<file path="src/rtl/core/ssg_pkg.sv">
// Shared types, constants and the substitution rule table for the
// substitution sequence generator. No dependencies.
package ssg_pkg;

    localparam int TAPE_DEPTH = 256;
    localparam int ADDR_W     = $clog2(TAPE_DEPTH);
    localparam int HEAD_W     = $clog2(TAPE_DEPTH + 1);
    localparam int OUTQ_DEPTH = 4;
    localparam int OUTQ_PTR_W = $clog2(OUTQ_DEPTH);
    localparam int OUTQ_CNT_W = $clog2(OUTQ_DEPTH + 1);

    typedef logic [2:0] t_sym;

    localparam t_sym SYM_A = 3'd0;
    localparam t_sym SYM_B = 3'd1;
    localparam t_sym SYM_C = 3'd2;
    localparam t_sym SYM_D = 3'd3;
    localparam t_sym SYM_E = 3'd4;

    typedef enum logic [3:0] {
        RULE_FIB     = 4'd0,
        RULE_TRIB    = 4'd1,
        RULE_FOURB   = 4'd2,
        RULE_FIVEB   = 4'd3,
        RULE_TESTBON = 4'd4,
        RULE_MORSE   = 4'd5,
        RULE_CANTOR  = 4'd6,
        RULE_RUDIN   = 4'd7,
        RULE_BAUM    = 4'd8,
        RULE_NONAUTO = 4'd9
    } t_rule;

    // Register index of the configuration port.
    localparam logic REG_RULE_SELECT = 1'b0;

    // Expansion of one symbol: a count of zero means no rule applies.
    typedef struct packed {
        logic [1:0] cnt;
        t_sym       s0;
        t_sym       s1;
        t_sym       s2;
    } t_expansion;

    // Tape read request from the front to the expander.
    typedef struct packed {
        logic              valid;
        logic              seed;
        logic [ADDR_W-1:0] addr;
    } t_tape_req;

    // One emitted symbol.
    typedef struct packed {
        t_sym symbol;
        logic last;
    } t_out_word;

    function automatic t_expansion mk_exp(input logic [1:0] cnt, input t_sym s0,
                                          input t_sym s1, input t_sym s2);
        t_expansion e;
        e.cnt = cnt;
        e.s0  = s0;
        e.s1  = s1;
        e.s2  = s2;
        return e;
    endfunction

    function automatic t_expansion rule_lookup(input logic [3:0] rule, input t_sym sym);
        t_expansion e;
        logic       known;
        e     = mk_exp(2'd0, SYM_A, SYM_A, SYM_A);
        known = (sym <= SYM_E);
        unique case (rule)
            RULE_FIB: begin
                if (sym == SYM_A)  e = mk_exp(2'd2, SYM_A, SYM_B, SYM_A);
                else if (known)    e = mk_exp(2'd1, SYM_A, SYM_A, SYM_A);
            end
            RULE_TRIB: begin
                unique case (sym)
                    SYM_A:   e = mk_exp(2'd2, SYM_A, SYM_B, SYM_A);
                    SYM_B:   e = mk_exp(2'd2, SYM_A, SYM_C, SYM_A);
                    SYM_C:   e = mk_exp(2'd1, SYM_B, SYM_A, SYM_A);
                    default: e = mk_exp(2'd0, SYM_A, SYM_A, SYM_A);
                endcase
            end
            RULE_FOURB: begin
                unique case (sym)
                    SYM_A:   e = mk_exp(2'd2, SYM_A, SYM_B, SYM_A);
                    SYM_B:   e = mk_exp(2'd2, SYM_A, SYM_C, SYM_A);
                    SYM_C:   e = mk_exp(2'd2, SYM_B, SYM_D, SYM_A);
                    SYM_D:   e = mk_exp(2'd1, SYM_C, SYM_A, SYM_A);
                    default: e = mk_exp(2'd0, SYM_A, SYM_A, SYM_A);
                endcase
            end
            RULE_FIVEB: begin
                unique case (sym)
                    SYM_A:   e = mk_exp(2'd2, SYM_A, SYM_B, SYM_A);
                    SYM_B:   e = mk_exp(2'd2, SYM_A, SYM_C, SYM_A);
                    SYM_C:   e = mk_exp(2'd2, SYM_B, SYM_D, SYM_A);
                    SYM_D:   e = mk_exp(2'd2, SYM_C, SYM_E, SYM_A);
                    SYM_E:   e = mk_exp(2'd1, SYM_D, SYM_A, SYM_A);
                    default: e = mk_exp(2'd0, SYM_A, SYM_A, SYM_A);
                endcase
            end
            RULE_TESTBON: begin
                unique case (sym)
                    SYM_A:   e = mk_exp(2'd3, SYM_A, SYM_A, SYM_B);
                    SYM_B:   e = mk_exp(2'd1, SYM_C, SYM_A, SYM_A);
                    SYM_C:   e = mk_exp(2'd3, SYM_A, SYM_A, SYM_C);
                    default: e = mk_exp(2'd0, SYM_A, SYM_A, SYM_A);
                endcase
            end
            RULE_MORSE: begin
                if (sym == SYM_A)  e = mk_exp(2'd2, SYM_A, SYM_B, SYM_A);
                else if (known)    e = mk_exp(2'd2, SYM_B, SYM_A, SYM_A);
            end
            RULE_CANTOR: begin
                if (sym == SYM_A)  e = mk_exp(2'd3, SYM_A, SYM_B, SYM_A);
                else if (known)    e = mk_exp(2'd3, SYM_B, SYM_B, SYM_B);
            end
            RULE_RUDIN: begin
                unique case (sym)
                    SYM_A:   e = mk_exp(2'd2, SYM_A, SYM_B, SYM_A);
                    SYM_B:   e = mk_exp(2'd2, SYM_A, SYM_C, SYM_A);
                    SYM_C:   e = mk_exp(2'd2, SYM_D, SYM_B, SYM_A);
                    SYM_D:   e = mk_exp(2'd2, SYM_D, SYM_C, SYM_A);
                    default: e = mk_exp(2'd0, SYM_A, SYM_A, SYM_A);
                endcase
            end
            RULE_BAUM: begin
                unique case (sym)
                    SYM_A:   e = mk_exp(2'd2, SYM_A, SYM_B, SYM_A);
                    SYM_B:   e = mk_exp(2'd2, SYM_C, SYM_B, SYM_A);
                    SYM_C:   e = mk_exp(2'd2, SYM_B, SYM_D, SYM_A);
                    SYM_D:   e = mk_exp(2'd2, SYM_D, SYM_D, SYM_A);
                    default: e = mk_exp(2'd0, SYM_A, SYM_A, SYM_A);
                endcase
            end
            RULE_NONAUTO: begin
                unique case (sym)
                    SYM_A:   e = mk_exp(2'd2, SYM_A, SYM_B, SYM_A);
                    SYM_B:   e = mk_exp(2'd2, SYM_C, SYM_B, SYM_A);
                    SYM_C:   e = mk_exp(2'd1, SYM_B, SYM_A, SYM_A);
                    default: e = mk_exp(2'd0, SYM_A, SYM_A, SYM_A);
                endcase
            end
            default: e = mk_exp(2'd0, SYM_A, SYM_A, SYM_A);
        endcase
        return e;
    endfunction

endpackage

</file>
<file path="src/rtl/core/ssg_front.sv">
// Front end: accepts ticks, tracks the read head and issues tape reads.
// Depends on ssg_pkg.
module ssg_front
    import ssg_pkg::*;
(
    input  logic      i_clk,
    input  logic      i_rst_n,
    input  logic      i_valid,
    input  logic      i_restart,
    input  logic      i_back_ready,
    output logic      o_stall,
    output t_tape_req o_req
);

    logic [HEAD_W-1:0] r_rd_head;
    logic [HEAD_W-1:0] n_rd_head;
    logic              accept;
    logic              exhausted;

    assign o_stall   = !i_back_ready;
    assign accept    = i_valid && i_back_ready;
    assign exhausted = (r_rd_head >= HEAD_W'(TAPE_DEPTH));

    // A restart reads position zero, flagged as a seed so symbol a is used.
    always_comb begin
        o_req.valid = accept && (i_restart || !exhausted);
        o_req.seed  = i_restart;
        o_req.addr  = i_restart ? '0 : r_rd_head[ADDR_W-1:0];
    end

    always_comb begin
        n_rd_head = r_rd_head;
        if (accept && i_restart) begin
            n_rd_head = HEAD_W'(1);
        end else if (accept && !exhausted) begin
            n_rd_head = r_rd_head + HEAD_W'(1);
        end
    end

    always_ff @(posedge i_clk) begin
        if (!i_rst_n) begin
            r_rd_head <= HEAD_W'(TAPE_DEPTH);
        end else begin
            r_rd_head <= n_rd_head;
        end
    end

endmodule

</file>
<file path="src/rtl/core/ssg_expand.sv">
// Back end: holds the tape, expands each fetched symbol by the selected
// rule, one word per cycle while the queue has room, writes them back. Depends on ssg_pkg.
module ssg_expand
    import ssg_pkg::*;
(
    input  logic       i_clk,
    input  logic       i_rst_n,
    input  t_tape_req  i_req,
    input  logic [3:0] i_rule,
    input  logic       i_q_full,
    output logic       o_ready,
    output logic       o_push,
    output t_out_word  o_word
);

    t_sym              r_tape [TAPE_DEPTH];
    t_sym              r_rd_data;
    logic              r_fwd_hit;
    t_sym              r_fwd_data;
    logic              r_busy;
    logic              r_seed;
    logic [1:0]        r_idx;
    logic [HEAD_W-1:0] r_wr_head;
    logic [HEAD_W-1:0] n_wr_head;

    t_sym              cur_sym;
    t_expansion        exp_q;
    logic              is_last;
    logic              done;
    logic              we;
    logic [ADDR_W-1:0] waddr;

    // A word written in the same cycle as the read is forwarded.
    assign cur_sym = r_seed ? SYM_A : (r_fwd_hit ? r_fwd_data : r_rd_data);
    assign exp_q   = rule_lookup(i_rule, cur_sym);
    assign is_last = (r_idx == exp_q.cnt - 2'd1);
    assign o_push  = r_busy && (exp_q.cnt != 2'd0) && !i_q_full;
    assign done    = r_busy && ((exp_q.cnt == 2'd0) || (o_push && is_last));
    assign o_ready = !r_busy || done;

    always_comb begin
        unique case (r_idx)
            2'd0:    o_word.symbol = exp_q.s0;
            2'd1:    o_word.symbol = exp_q.s1;
            default: o_word.symbol = exp_q.s2;
        endcase
        o_word.last = is_last;
    end

    assign we    = o_push && (r_wr_head < HEAD_W'(TAPE_DEPTH));
    assign waddr = r_wr_head[ADDR_W-1:0];

    always_comb begin
        n_wr_head = r_wr_head;
        if (i_req.valid && i_req.seed) begin
            n_wr_head = '0;
        end else if (we) begin
            n_wr_head = r_wr_head + HEAD_W'(1);
        end
    end

    always_ff @(posedge i_clk) begin
        if (we) begin
            r_tape[waddr] <= o_word.symbol;
        end
        if (i_req.valid) begin
            r_rd_data  <= r_tape[i_req.addr];
            r_fwd_hit  <= we && (waddr == i_req.addr);
            r_fwd_data <= o_word.symbol;
            r_seed     <= i_req.seed;
        end
    end

    always_ff @(posedge i_clk) begin
        if (!i_rst_n) begin
            r_busy    <= 1'b0;
            r_idx     <= 2'd0;
            r_wr_head <= '0;
        end else begin
            r_wr_head <= n_wr_head;
            if (i_req.valid) begin
                r_busy <= 1'b1;
                r_idx  <= 2'd0;
            end else if (done) begin
                r_busy <= 1'b0;
            end else if (o_push) begin
                r_idx <= r_idx + 2'd1;
            end
        end
    end

endmodule

</file>
<file path="src/rtl/core/ssg_outq.sv">
// Output queue: a few words between the expander and the result channel,
// so the expander keeps working while the receiver stalls. Depends on ssg_pkg.
module ssg_outq
    import ssg_pkg::*;
(
    input  logic      i_clk,
    input  logic      i_rst_n,
    input  logic      i_push,
    input  t_out_word i_word,
    output logic      o_full,
    output logic      o_valid,
    input  logic      i_stall,
    output t_out_word o_word
);

    t_out_word             r_mem [OUTQ_DEPTH];
    logic [OUTQ_PTR_W-1:0] r_wr_ptr;
    logic [OUTQ_PTR_W-1:0] r_rd_ptr;
    logic [OUTQ_CNT_W-1:0] r_count;
    logic                  pop;

    assign o_full  = (r_count == OUTQ_CNT_W'(OUTQ_DEPTH));
    assign o_valid = (r_count != '0);
    assign o_word  = r_mem[r_rd_ptr];
    assign pop     = o_valid && !i_stall;

    always_ff @(posedge i_clk) begin
        if (i_push) begin
            r_mem[r_wr_ptr] <= i_word;
        end
    end

    always_ff @(posedge i_clk) begin
        if (!i_rst_n) begin
            r_wr_ptr <= '0;
            r_rd_ptr <= '0;
            r_count  <= '0;
        end else begin
            if (i_push) begin
                r_wr_ptr <= r_wr_ptr + OUTQ_PTR_W'(1);
            end
            if (pop) begin
                r_rd_ptr <= r_rd_ptr + OUTQ_PTR_W'(1);
            end
            if (i_push && !pop) begin
                r_count <= r_count + OUTQ_CNT_W'(1);
            end else if (pop && !i_push) begin
                r_count <= r_count - OUTQ_CNT_W'(1);
            end
        end
    end

endmodule

</file>
<file path="src/rtl/core/substitution_sequence_generator_core.sv">
// Substitution sequence generator: a tick channel in, a symbol channel out
// and an APB-style register for the rule. Depends on ssg_pkg and the modules
// ssg_front, ssg_expand and ssg_outq.
//
// Usage:
//   Each word on the input channel (i_valid, o_stall, i_restart) is one tick.
//   A tick with i_restart high seeds the tape with symbol a and clears both
//   heads first. A tick reads the symbol at the read head and produces one
//   to three words on the output channel (o_valid, i_stall, o_symbol,
//   o_last); o_last marks the final word of the tick. Ticks on an exhausted
//   tape, or on a symbol without a rule, produce nothing.
//   A tick's symbol is registered at the tape read and its first word then
//   in the output queue. The expander takes the next tick once it pushes the
//   last word of the current one, or at once for a tick without words; the
//   single tape write port takes one word at a time. Reset leaves the tape
//   exhausted until the first restart and the rule at Fibonacci. A stalled
//   receiver fills the four-word output queue, after which the expander and
//   then the tick channel stall. rule_select sits at byte address 0; the user
//   must see it written only while idle, which the block does not enforce.
module substitution_sequence_generator_core
    import ssg_pkg::*;
(
    input  logic        i_clk,
    input  logic        i_rst_n,
    input  logic        i_valid,
    output logic        o_stall,
    input  logic        i_restart,
    output logic        o_valid,
    input  logic        i_stall,
    output logic [2:0]  o_symbol,
    output logic        o_last,
    input  logic        psel,
    input  logic        penable,
    input  logic        pwrite,
    input  logic [2:0]  paddr,
    input  logic [31:0] pwdata,
    output logic [31:0] prdata,
    output logic        pready
);

    logic [3:0] r_rule;
    t_tape_req  req;
    logic       back_ready;
    logic       q_full;
    logic       push;
    t_out_word  push_word;
    t_out_word  out_word;

    assign pready = 1'b1;
    assign prdata = (paddr[2] == REG_RULE_SELECT) ? {28'd0, r_rule} : 32'd0;

    always_ff @(posedge i_clk) begin
        if (!i_rst_n) begin
            r_rule <= RULE_FIB;
        end else if (psel && penable && pwrite && (paddr[2] == REG_RULE_SELECT)) begin
            r_rule <= pwdata[3:0];
        end
    end

    ssg_front u_front (
        .i_clk        (i_clk),
        .i_rst_n      (i_rst_n),
        .i_valid      (i_valid),
        .i_restart    (i_restart),
        .i_back_ready (back_ready),
        .o_stall      (o_stall),
        .o_req        (req)
    );

    ssg_expand u_expand (
        .i_clk    (i_clk),
        .i_rst_n  (i_rst_n),
        .i_req    (req),
        .i_rule   (r_rule),
        .i_q_full (q_full),
        .o_ready  (back_ready),
        .o_push   (push),
        .o_word   (push_word)
    );

    ssg_outq u_outq (
        .i_clk   (i_clk),
        .i_rst_n (i_rst_n),
        .i_push  (push),
        .i_word  (push_word),
        .o_full  (q_full),
        .o_valid (o_valid),
        .i_stall (i_stall),
        .o_word  (out_word)
    );

    assign o_symbol = out_word.symbol;
    assign o_last   = out_word.last;

endmodule

</file>
<file path="config.mk">
export PLATFORM = sky130hd
export DESIGN_NAME = substitution_sequence_generator_core
export DESIGN_NICKNAME = d
export VERILOG_FILES = /design/src/rtl/core/ssg_pkg.sv /design/src/rtl/core/ssg_front.sv /design/src/rtl/core/ssg_expand.sv /design/src/rtl/core/ssg_outq.sv /design/src/rtl/core/substitution_sequence_generator_core.sv
export SDC_FILE = /design/constraint.sdc
export NUM_CORES = 1
export LEC_CHECK = 0
export BUFFER_PORTS_ARGS = -buffer_cell sky130_fd_sc_hd__buf_2
export CELL_PAD_IN_SITES_DETAIL_PLACEMENT = 0
export CELL_PAD_IN_SITES_GLOBAL_PLACEMENT = 2
export CORE_ASPECT_RATIO = 1.2
export CORE_MARGIN = 2
export CORE_UTILIZATION = 42
export DETAILED_ROUTE_END_ITERATION = 10
export HOLD_SLACK_MARGIN = 0.12
export PLACE_DENSITY = 0.82
export SETUP_SLACK_MARGIN = 0.4
export SYNTH_ARGS = -nofsm -noshare
export SYNTH_HDL_FRONTEND = slang
export SYNTH_SLANG_ARGS = --single-unit
</file>
<file path="constraint.sdc">
create_clock -name i_clk -period 6.5 [get_ports i_clk]
set_clock_uncertainty 0.05 [all_clocks]
set_input_delay 0 -clock i_clk [delete_from_list [all_inputs] [get_ports i_clk]]
set_output_delay 0 -clock i_clk [all_outputs]
set_load 0.01 [all_outputs]
</file>
==> results.md, run 1 <==
- Leakage: 12.66 nW
- Worst Hold Depth: 4
- DRC Markers: 0
- Crit-path cells: mux2i_4 -> nor2_4 -> nor2_4 -> inv_2 -> ha_1 -> and3b_1 -> a21oi_1 -> a211o_1 -> o22ai_1 -> nor2_1 -> ha_1 -> nand2b_1 -> nor3_1 -> buf_4 -> nor3b_1 -> nand2_1 -> buf_4 -> nor2_1
- Yosys reg bits: 826
- RSZ-0062 raised after global routing: no
- CTS tree: yes
- Number of I/O port buffers: 22
- Drt first pass iters: 6
- Hold Crit Class: in2reg
- Hold Slack: 0.2077 ns
- Slew Limit Fails: 0
- Worst setup SP type: register
- Initial detailed-routing violation count: 1878
- Post-synth ARST share: 0
- Routed vias/inst: 5.788
- Max Fclk: 183.8 MHz
- CTS max path bufs: 3
- Largest net degree at the start of global routing: 262
- Crit-path max cell delay: 0.57 ns
- Flop2flop setup slack: 1.06 ns
- Dominant synthesized flop cell: edfxtp_1
- H-Tree Depth: 3
- Layout Nets: 2320
- Skew-Pair Late Insertion Delay: 0.66 ns
- Antenna violations before repair: 1
- Crit. End Element: register
- Worst EP arrival: 5.71 ns
- Vias in the first global route: 20550
- Die height: 318.7 um
- N_diodes: 0
- Crit-path max FO: 10
- # fillers: 6847
- # Post-CTS Setup Buffers: 0
- EDFF count, synth: 792
- Area of the multi-input gates: 0.009477 mm2
- Ports: 82
- Crit path required time: 6.77 ns
- Overall routing resource usage: 0.2020
- Worst rel slew slack: 0.1981
- Hpwl dp: 53220 um
- Cell area power density: 299.4 mW/mm2
- Antenna-violating nets left: 0
- DIE AREA: 0.08483 mm2
- Hold_sp: i_rst_n
- Crit path time final: 5.441 ns
- Max-cap check violation count: 0
- Synth warn: 0
- Top delay family on crit path: simple AND/OR/NAND/NOR gates
- CTS clk-pin slew, worst paths: 0.06 ns
- Clock root buffer: clkbuf_16
- Worst r2r src: u_expand.r_fwd_hit$_DFFE_PP_
- Most common cell after layout, fill and taps aside: edfxtp_1
- CTS Buf Count: 80
- Reg area: 0.02447 mm2
- Outcome: finished clean
- GPL Wtd Cong: 0.8223
- Worst slew pin tran: 1.203 ns
- Synth cell types: 77
- Clock sinks: 826
- First-pass GRT wire length: 127800 um
- GRT met3 Usage: 0.02645
- Area grow syn2layout: 12.07%
- Grt peak-use layer: met2
- Reg-to-Reg End: u_expand.r_tape[210][2]$_DFFE_PP_
- Reg2reg path depth: 18
- Worst vdd ir: 182.4 uV
- Final Cycle Share: 0.8371
- Initial Util: 0.4233
- Worst Setup Path Type: reg2reg
- Post-Route WL: 84960 um
- Post-synthesis sequential area ratio: 0.7060
- Bufs and invs on worst path: 3
- Chip Width: 266.2 um
- Most frequent cells in the layout: edfxtp_1 (792), nor2_1 (324), nand2_1 (162)
- Ratio of cells with drive above 1 in the final layout: 0.1649
- Met1 Track Usage GR: 0.2421
- Core Rows: 115
- GRT overflow: 0
- Core ar.: 0.08187 mm2
- Final hold violations: 0
- Final setup vio count: 0
- Cell count after synthesis: 2228
- Worst Hold End: u_front.r_rd_head[0]$_SDFFE_PN0P_
- Setup TNS: 0 ns
- Critical path's slowest cell: edfxtp_1
- Routed WL per cell: 25.17 um
- Avg Inst Size Synth: 15.55 um2
- Via count: 19530
- Post-synthesis instance area: 0.03465 mm2
- GR Util met2: 0.3670
- Total chip power: 11.63 mW
==> kinds of logic (layout without fill, tap and decap cells) <==
group                    Yosys count  after routing  share of synthesized area
AO/OA/AOI/OAI                    279            279                    0.05553
XOR/XNOR                          21             21                   0.005307
adder cells (fa/ha/maj)           19             19                   0.007077
buffers and inverters            199            266                    0.02549
flip-flops                       826            826                     0.7060
multiplexers                     218            218                     0.1149
other                              2             29                  0.0002167
AND/OR/NAND/NOR                  664            664                    0.08554
==> through the flow <==
step | utilization | std cells | worst slack, ns | area [um2]
after CTS | 0.4743 | 3375 | 1.073 | 38840
after floorplan | - | 2255 | 0.5826 | 34760
after global placement | 0.4390 | 3208 | 1.216 | 35940
after detailed placement | 0.4390 | 3208 | 1.105 | 35940
after global routing | 0.4743 | 3375 | 0.6194 | 38840
final | 0.4743 | 3375 | 1.059 | 38840
==> registers in the layout, summed over array words and instances (netlist names), named ones only <==
signal and flops:
u_front.r_rd_head 9, r_rule 4, u_expand.r_wr_head 9, u_expand.r_rd_data 3, u_expand.r_fwd_hit 1, u_expand.r_tape 768
u_expand.r_fwd_data 3, u_outq.r_mem 16, u_expand.r_idx 2, u_outq.r_wr_ptr 2, u_expand.r_busy 1, u_outq.r_rd_ptr 2
u_expand.r_seed 1, u_outq.r_count 3
==> worst register-to-register path: cells and delay by family, from the launching register on <==
kind / cells / cell delay (ns)
simple gates: 9 / 2.25
compound gates: 3 / 0.73
buf+inv: 3 / 0.72
flops: 1 / 0.57
fa+ha+maj: 2 / 0.42
mux: 1 / 0.37
==> synthesized netlist by cell type, drive strengths merged, types with 5 or more instances <==
| cell type | instances | share of area |
|---|---|---|
| xor2 | 11 | 0.0028 |
| a22oi | 10 | 0.0022 |
| or4 | 5 | 0.0011 |
| nor4 | 7 | 0.0013 |
| ha | 18 | 0.0065 |
| mux2 | 18 | 0.0058 |
| a21oi | 50 | 0.0072 |
| and3b | 12 | 0.0030 |
| nand4 | 12 | 0.0022 |
| nor2 | 327 | 0.036 |
| dfxtp | 34 | 0.020 |
| nand2b | 8 | 0.0014 |
| a31oi | 11 | 0.0020 |
| a211oi | 17 | 0.0038 |
| mux2i | 59 | 0.017 |
| or3 | 11 | 0.0020 |
| nor3b | 6 | 0.0013 |
| a221oi | 16 | 0.0040 |
| nor2b | 21 | 0.0038 |
| nor3 | 9 | 0.0013 |
| o221a | 7 | 0.0023 |
| nand3 | 46 | 0.0066 |
| o21ai | 52 | 0.0075 |
| edfxtp | 792 | 0.69 |
| a2111oi | 16 | 0.0040 |
| o22ai | 26 | 0.0047 |
| and3 | 13 | 0.0023 |
| nand2 | 164 | 0.018 |
| mux4 | 141 | 0.092 |
| xnor2 | 10 | 0.0025 |
| buf | 68 | 0.011 |
| o221ai | 16 | 0.0040 |
| inv | 20 | 0.0022 |
| clkbuf | 111 | 0.012 |
| o211ai | 15 | 0.0032 |
| o31ai | 11 | 0.0024 |
==> repair_timing <==
action,in CTS,in global routing
resized for setup,0,0
endpoints found under the hold margin,35,0
hold buffers,21,0
==> power by group <==
| group | switching [mW] | internal, mW | leakage, nW |
|---|---|---|---|
| clock network | 1.99 | 2.77 | 1.30 |
| registers | 0.0618 | 5.88 | 8.25 |
| logic | 0.566 | 0.357 | 3.11 |
==> layout make-up <==
type | count | share of cell area
sequential | 826 | 0.6301
multi-input combinational | 1230 | 0.2440
clock buffer | 97 | 0.05429
tap | 1053 | 0.03392
timing repair buffer | 100 | 0.02088
clock inverter | 49 | 0.01485
inverter | 20 | 0.001933
==> how the worst max path moves through the flow <==
| stage | slack [ns] | from | depth (start not counted) | endpoint |
|---|---|---|---|---|
| after floorplan | 0.58 | u_expand.r_fwd_hit$_DFFE_PP_ | 7 | u_expand.r_fwd_data[1]$_DFFE_PP_ |
| after global placement | 1.22 | u_expand.r_fwd_hit$_DFFE_PP_ | 18 | u_expand.r_tape[242][0]$_DFFE_PP_ |
| after detailed placement | 1.11 | u_expand.r_fwd_hit$_DFFE_PP_ | 18 | u_expand.r_tape[210][1]$_DFFE_PP_ |
| after CTS | 1.07 | u_expand.r_fwd_hit$_DFFE_PP_ | 18 | u_expand.r_tape[210][1]$_DFFE_PP_ |
| after global routing | 0.62 | u_expand.r_fwd_hit$_DFFE_PP_ | 17 | u_expand.r_tape[210][1]$_DFFE_PP_ |
| final | 1.06 | u_expand.r_fwd_hit$_DFFE_PP_ | 18 | u_expand.r_tape[210][2]$_DFFE_PP_ |
==> metal layers <==
| metal | vias up | share of wire |
|---|---|---|
| li1 | 8660 | - |
| met2 | 609 | 0.53 |
| met1 | 10110 | 0.39 |
| met4 | 2 | 0.034 |
| met5 | - | 0.000094 |
| met3 | 149 | 0.050 |
(Power assumes the default switching activity.)
==> inputs of run 2 (changes only) <==
Clock period 6.5 ns to 4.51 ns, I/O delays scaled along.
==> run 2 against run 1 <==
Against the previous run:
- wire length grew 4.3%
- clock-buffer cell count is 7 lower
- global-route usage up 0.20 points
- critical endpoint is now u_expand.r_tape[123][1]$_DFFE_PP_
- largest cell class unchanged
==> results.md, run 2 (same netlist as run 1, synthesis figures left out) <==
- Die height: 318.7 um (unchanged)
- Hold Crit Class: in2reg (unchanged)
- Worst rel slew slack: 0.02248 (was 0.1981)
- Initial detailed-routing violation count: 1950 (was 1878)
- RSZ-0062 raised after global routing: yes (was no)
- Slew Limit Fails: 0 (unchanged)
- Largest net degree at the start of global routing: 262 (unchanged)
- Routed WL per cell: 25.78 um (was 25.17 um)
- Ratio of cells with drive above 1 in the final layout: 0.3034 (was 0.1649)
- CTS max path bufs: 3 (unchanged)
- Clock root buffer: clkbuf_16 (unchanged)
- Cell area power density: 408.3 mW/mm2 (was 299.4 mW/mm2)
- Antenna violations before repair: 0 (was 1)
- Skew-Pair Late Insertion Delay: 0.64 ns (was 0.66 ns)
- GPL Wtd Cong: 0.8262 (was 0.8223)
- Overall routing resource usage: 0.2040 (was 0.2020)
- Layout Nets: 2384 (was 2320)
- Final Cycle Share: 0.9403 (was 0.8371)
- Number of I/O port buffers: 22 (unchanged)
- WL met3: 4692 um (was 4235 um)
- Max reg flops: 768 (unchanged)
- Most frequent cells in the layout: edfxtp_1 (792), nor2_4 (157), nand2_1 (146) (was edfxtp_1 (792), nor2_1 (324), nand2_1 (162))
- Most flops, register: u_expand.r_tape (unchanged)
- Crit path time final: 4.241 ns (was 5.441 ns)
- Most common cell after layout, fill and taps aside: edfxtp_1 (unchanged)
- Met1 wire length: 34280 um (was 32720 um)
- Outcome: finished clean (unchanged)
- Chip Width: 266.2 um (unchanged)
- Top layer reached by signal wires: met4 (was met5)
- Routed vias/inst: 5.837 (was 5.788)
- Met2 wire length: 46500 um (was 45130 um)
- Post-Route WL: 88600 um (was 84960 um)
- Total chip power: 16.97 mW (was 11.63 mW)
- Drt first pass iters: 6 (unchanged)
- Antenna-violating nets left: 0 (unchanged)
- Max Fclk: 235.8 MHz (was 183.8 MHz)
- Via count: 20060 (was 19530)
- Worst vdd ir: 366.4 uV (was 182.4 uV)
- H-Tree Depth: 3 (unchanged)
- Leakage: 12.14 nW (was 12.66 nW)
- Worst Setup Path Type: reg2reg (unchanged)
- Vias in the first global route: 20590 (was 20550)
- Hpwl dp: 54260 um (was 53220 um)
- Worst EP arrival: 4.48 ns (was 5.71 ns)
- Crit path required time: 4.75 ns (was 6.77 ns)
- # fillers: 6512 (was 6847)
- Core ar.: 0.08187 mm2 (unchanged)
- Final hold violations: 0 (unchanged)
- GRT overflow: 0 (unchanged)
- Clock sinks: 826 (unchanged)
- Crit. End Element: register (unchanged)
- Core Rows: 115 (unchanged)
- First-pass GRT wire length: 129300 um (was 127800 um)
- Initial Util: 0.4233 (unchanged)
- Worst setup SP type: register (unchanged)
- Top flop regs: u_expand.r_tape x768, u_outq.r_mem x16 (unchanged)
- Final setup vio count: 0 (unchanged)
- Ports: 82 (unchanged)
- Max-cap check violation count: 0 (unchanged)
- Crit-path max FO: 5 (was 10)
- CTS clk-pin slew, worst paths: 0.07 ns (was 0.06 ns)
- CTS Buf Count: 79 (was 80)
- DRC Markers: 0 (unchanged)
- N_diodes: 0 (unchanged)
- Core Util, Final: 0.5077 (was 0.4743)
- Area grow syn2layout: 19.95% (was 12.07%)
- DIE AREA: 0.08483 mm2 (unchanged)
- Worst slew pin tran: 1.463 ns (was 1.203 ns)
- CTS tree: yes (unchanged)
run 2: cell types whose count changed in the layout (fill, tap and decap cells not counted), sizes merged:
cell | previous run | this run
buf | 79 | 138
clkinvlp | 3 | 7
clkinv | 28 | 30
dlygate4sd3 | 21 | 19
inv | 27 | 25
and3 | 13 | 14
bufinv | 11 | 10
run 2: worst max-delay path, cell delays in order, from the launching register on:
cell	delay [ns]
edfxtp_1	0.52
buf_6	0.18
mux2i_2	0.14
nor2_2	0.17
nor2_4	0.07
buf_4	0.13
ha_1	0.35
a21oi_2	0.08
a211o_1	0.27
o22ai_2	0.20
nor2_1	0.06
ha_1	0.19
nand2b_4	0.17
nor3_4	0.30
buf_6	0.16
and3b_2	0.30
nand2_4	0.12
buf_6	0.19
nor2_1	0.24
run 2: metrics by stage:
stage	hold slack (ns)	worst slack [ns]	cells	setup TNS [ns]	area, um2
2_1_floorplan	-0.007077	0.3657	2255	0	34790
3_3_place_gp	0.1864	0.03982	3238	0	36330
3_5_place_dp	0.2024	-0.03789	3238	-0.03789	36330
4_1_cts	0.1875	0.3953	3408	0	40020
5_1_grt	0.2602	0.05146	3436	0	41570
6_report	0.2422	0.2692	3436	0	41570
run 2: cell type report:
type / instances / area, um2 / area share
clock inverters: 52 / 539.3 / 0.01297
flip-flops and latches: 826 / 24470 / 0.5887
multi-input cells: 1231 / 11100 / 0.2672
well taps: 1053 / 1318 / 0.03170
repair buffers: 164 / 1956 / 0.04705
inverters: 20 / 75.07 / 0.001806
clock buffers: 90 / 2103 / 0.05060
run 2: final timing paths:
kind         depth (start not counted)                           endpoint  slack, ns                            from
max reg2reg                         18  u_expand.r_tape[123][1]$_DFFE_PP_       0.27    u_expand.r_fwd_hit$_DFFE_PP_
min reg2reg                          2     u_outq.r_count[2]$_SDFFE_PN0P_       0.47  u_outq.r_count[2]$_SDFFE_PN0P_
min                                  4  u_front.r_rd_head[0]$_SDFFE_PN0P_       0.24                         i_rst_n
max                                 18  u_expand.r_tape[123][1]$_DFFE_PP_       0.27    u_expand.r_fwd_hit$_DFFE_PP_
run 2: power by group:
group	leakage, nW	switching (mW)	total (mW)	internal [mW]
Clock	1.29	2.84	6.77	3.93
Sequential	6.98	0.101	8.57	8.47
Combinational	3.87	0.933	1.63	0.694
Total	12.1	3.87	17.0	13.1
run 2: layer usage:
layer	track usage	vias to the layer above
li1	-	8835
met1	0.2530	10360
met2	0.3623	725
met3	0.02714	137
met4	0.07640	0
met5	0	-
run 2: what timing repair did:
action                                 in CTS  in global routing
pin swaps                                   7                155
buffers inserted                            9                 18
cloned                                      0                  9
endpoints found under the hold margin      35                  0
setup endpoints to repair                 796                790
hold buffers                               19                  0
gates resized for setup                   255                284
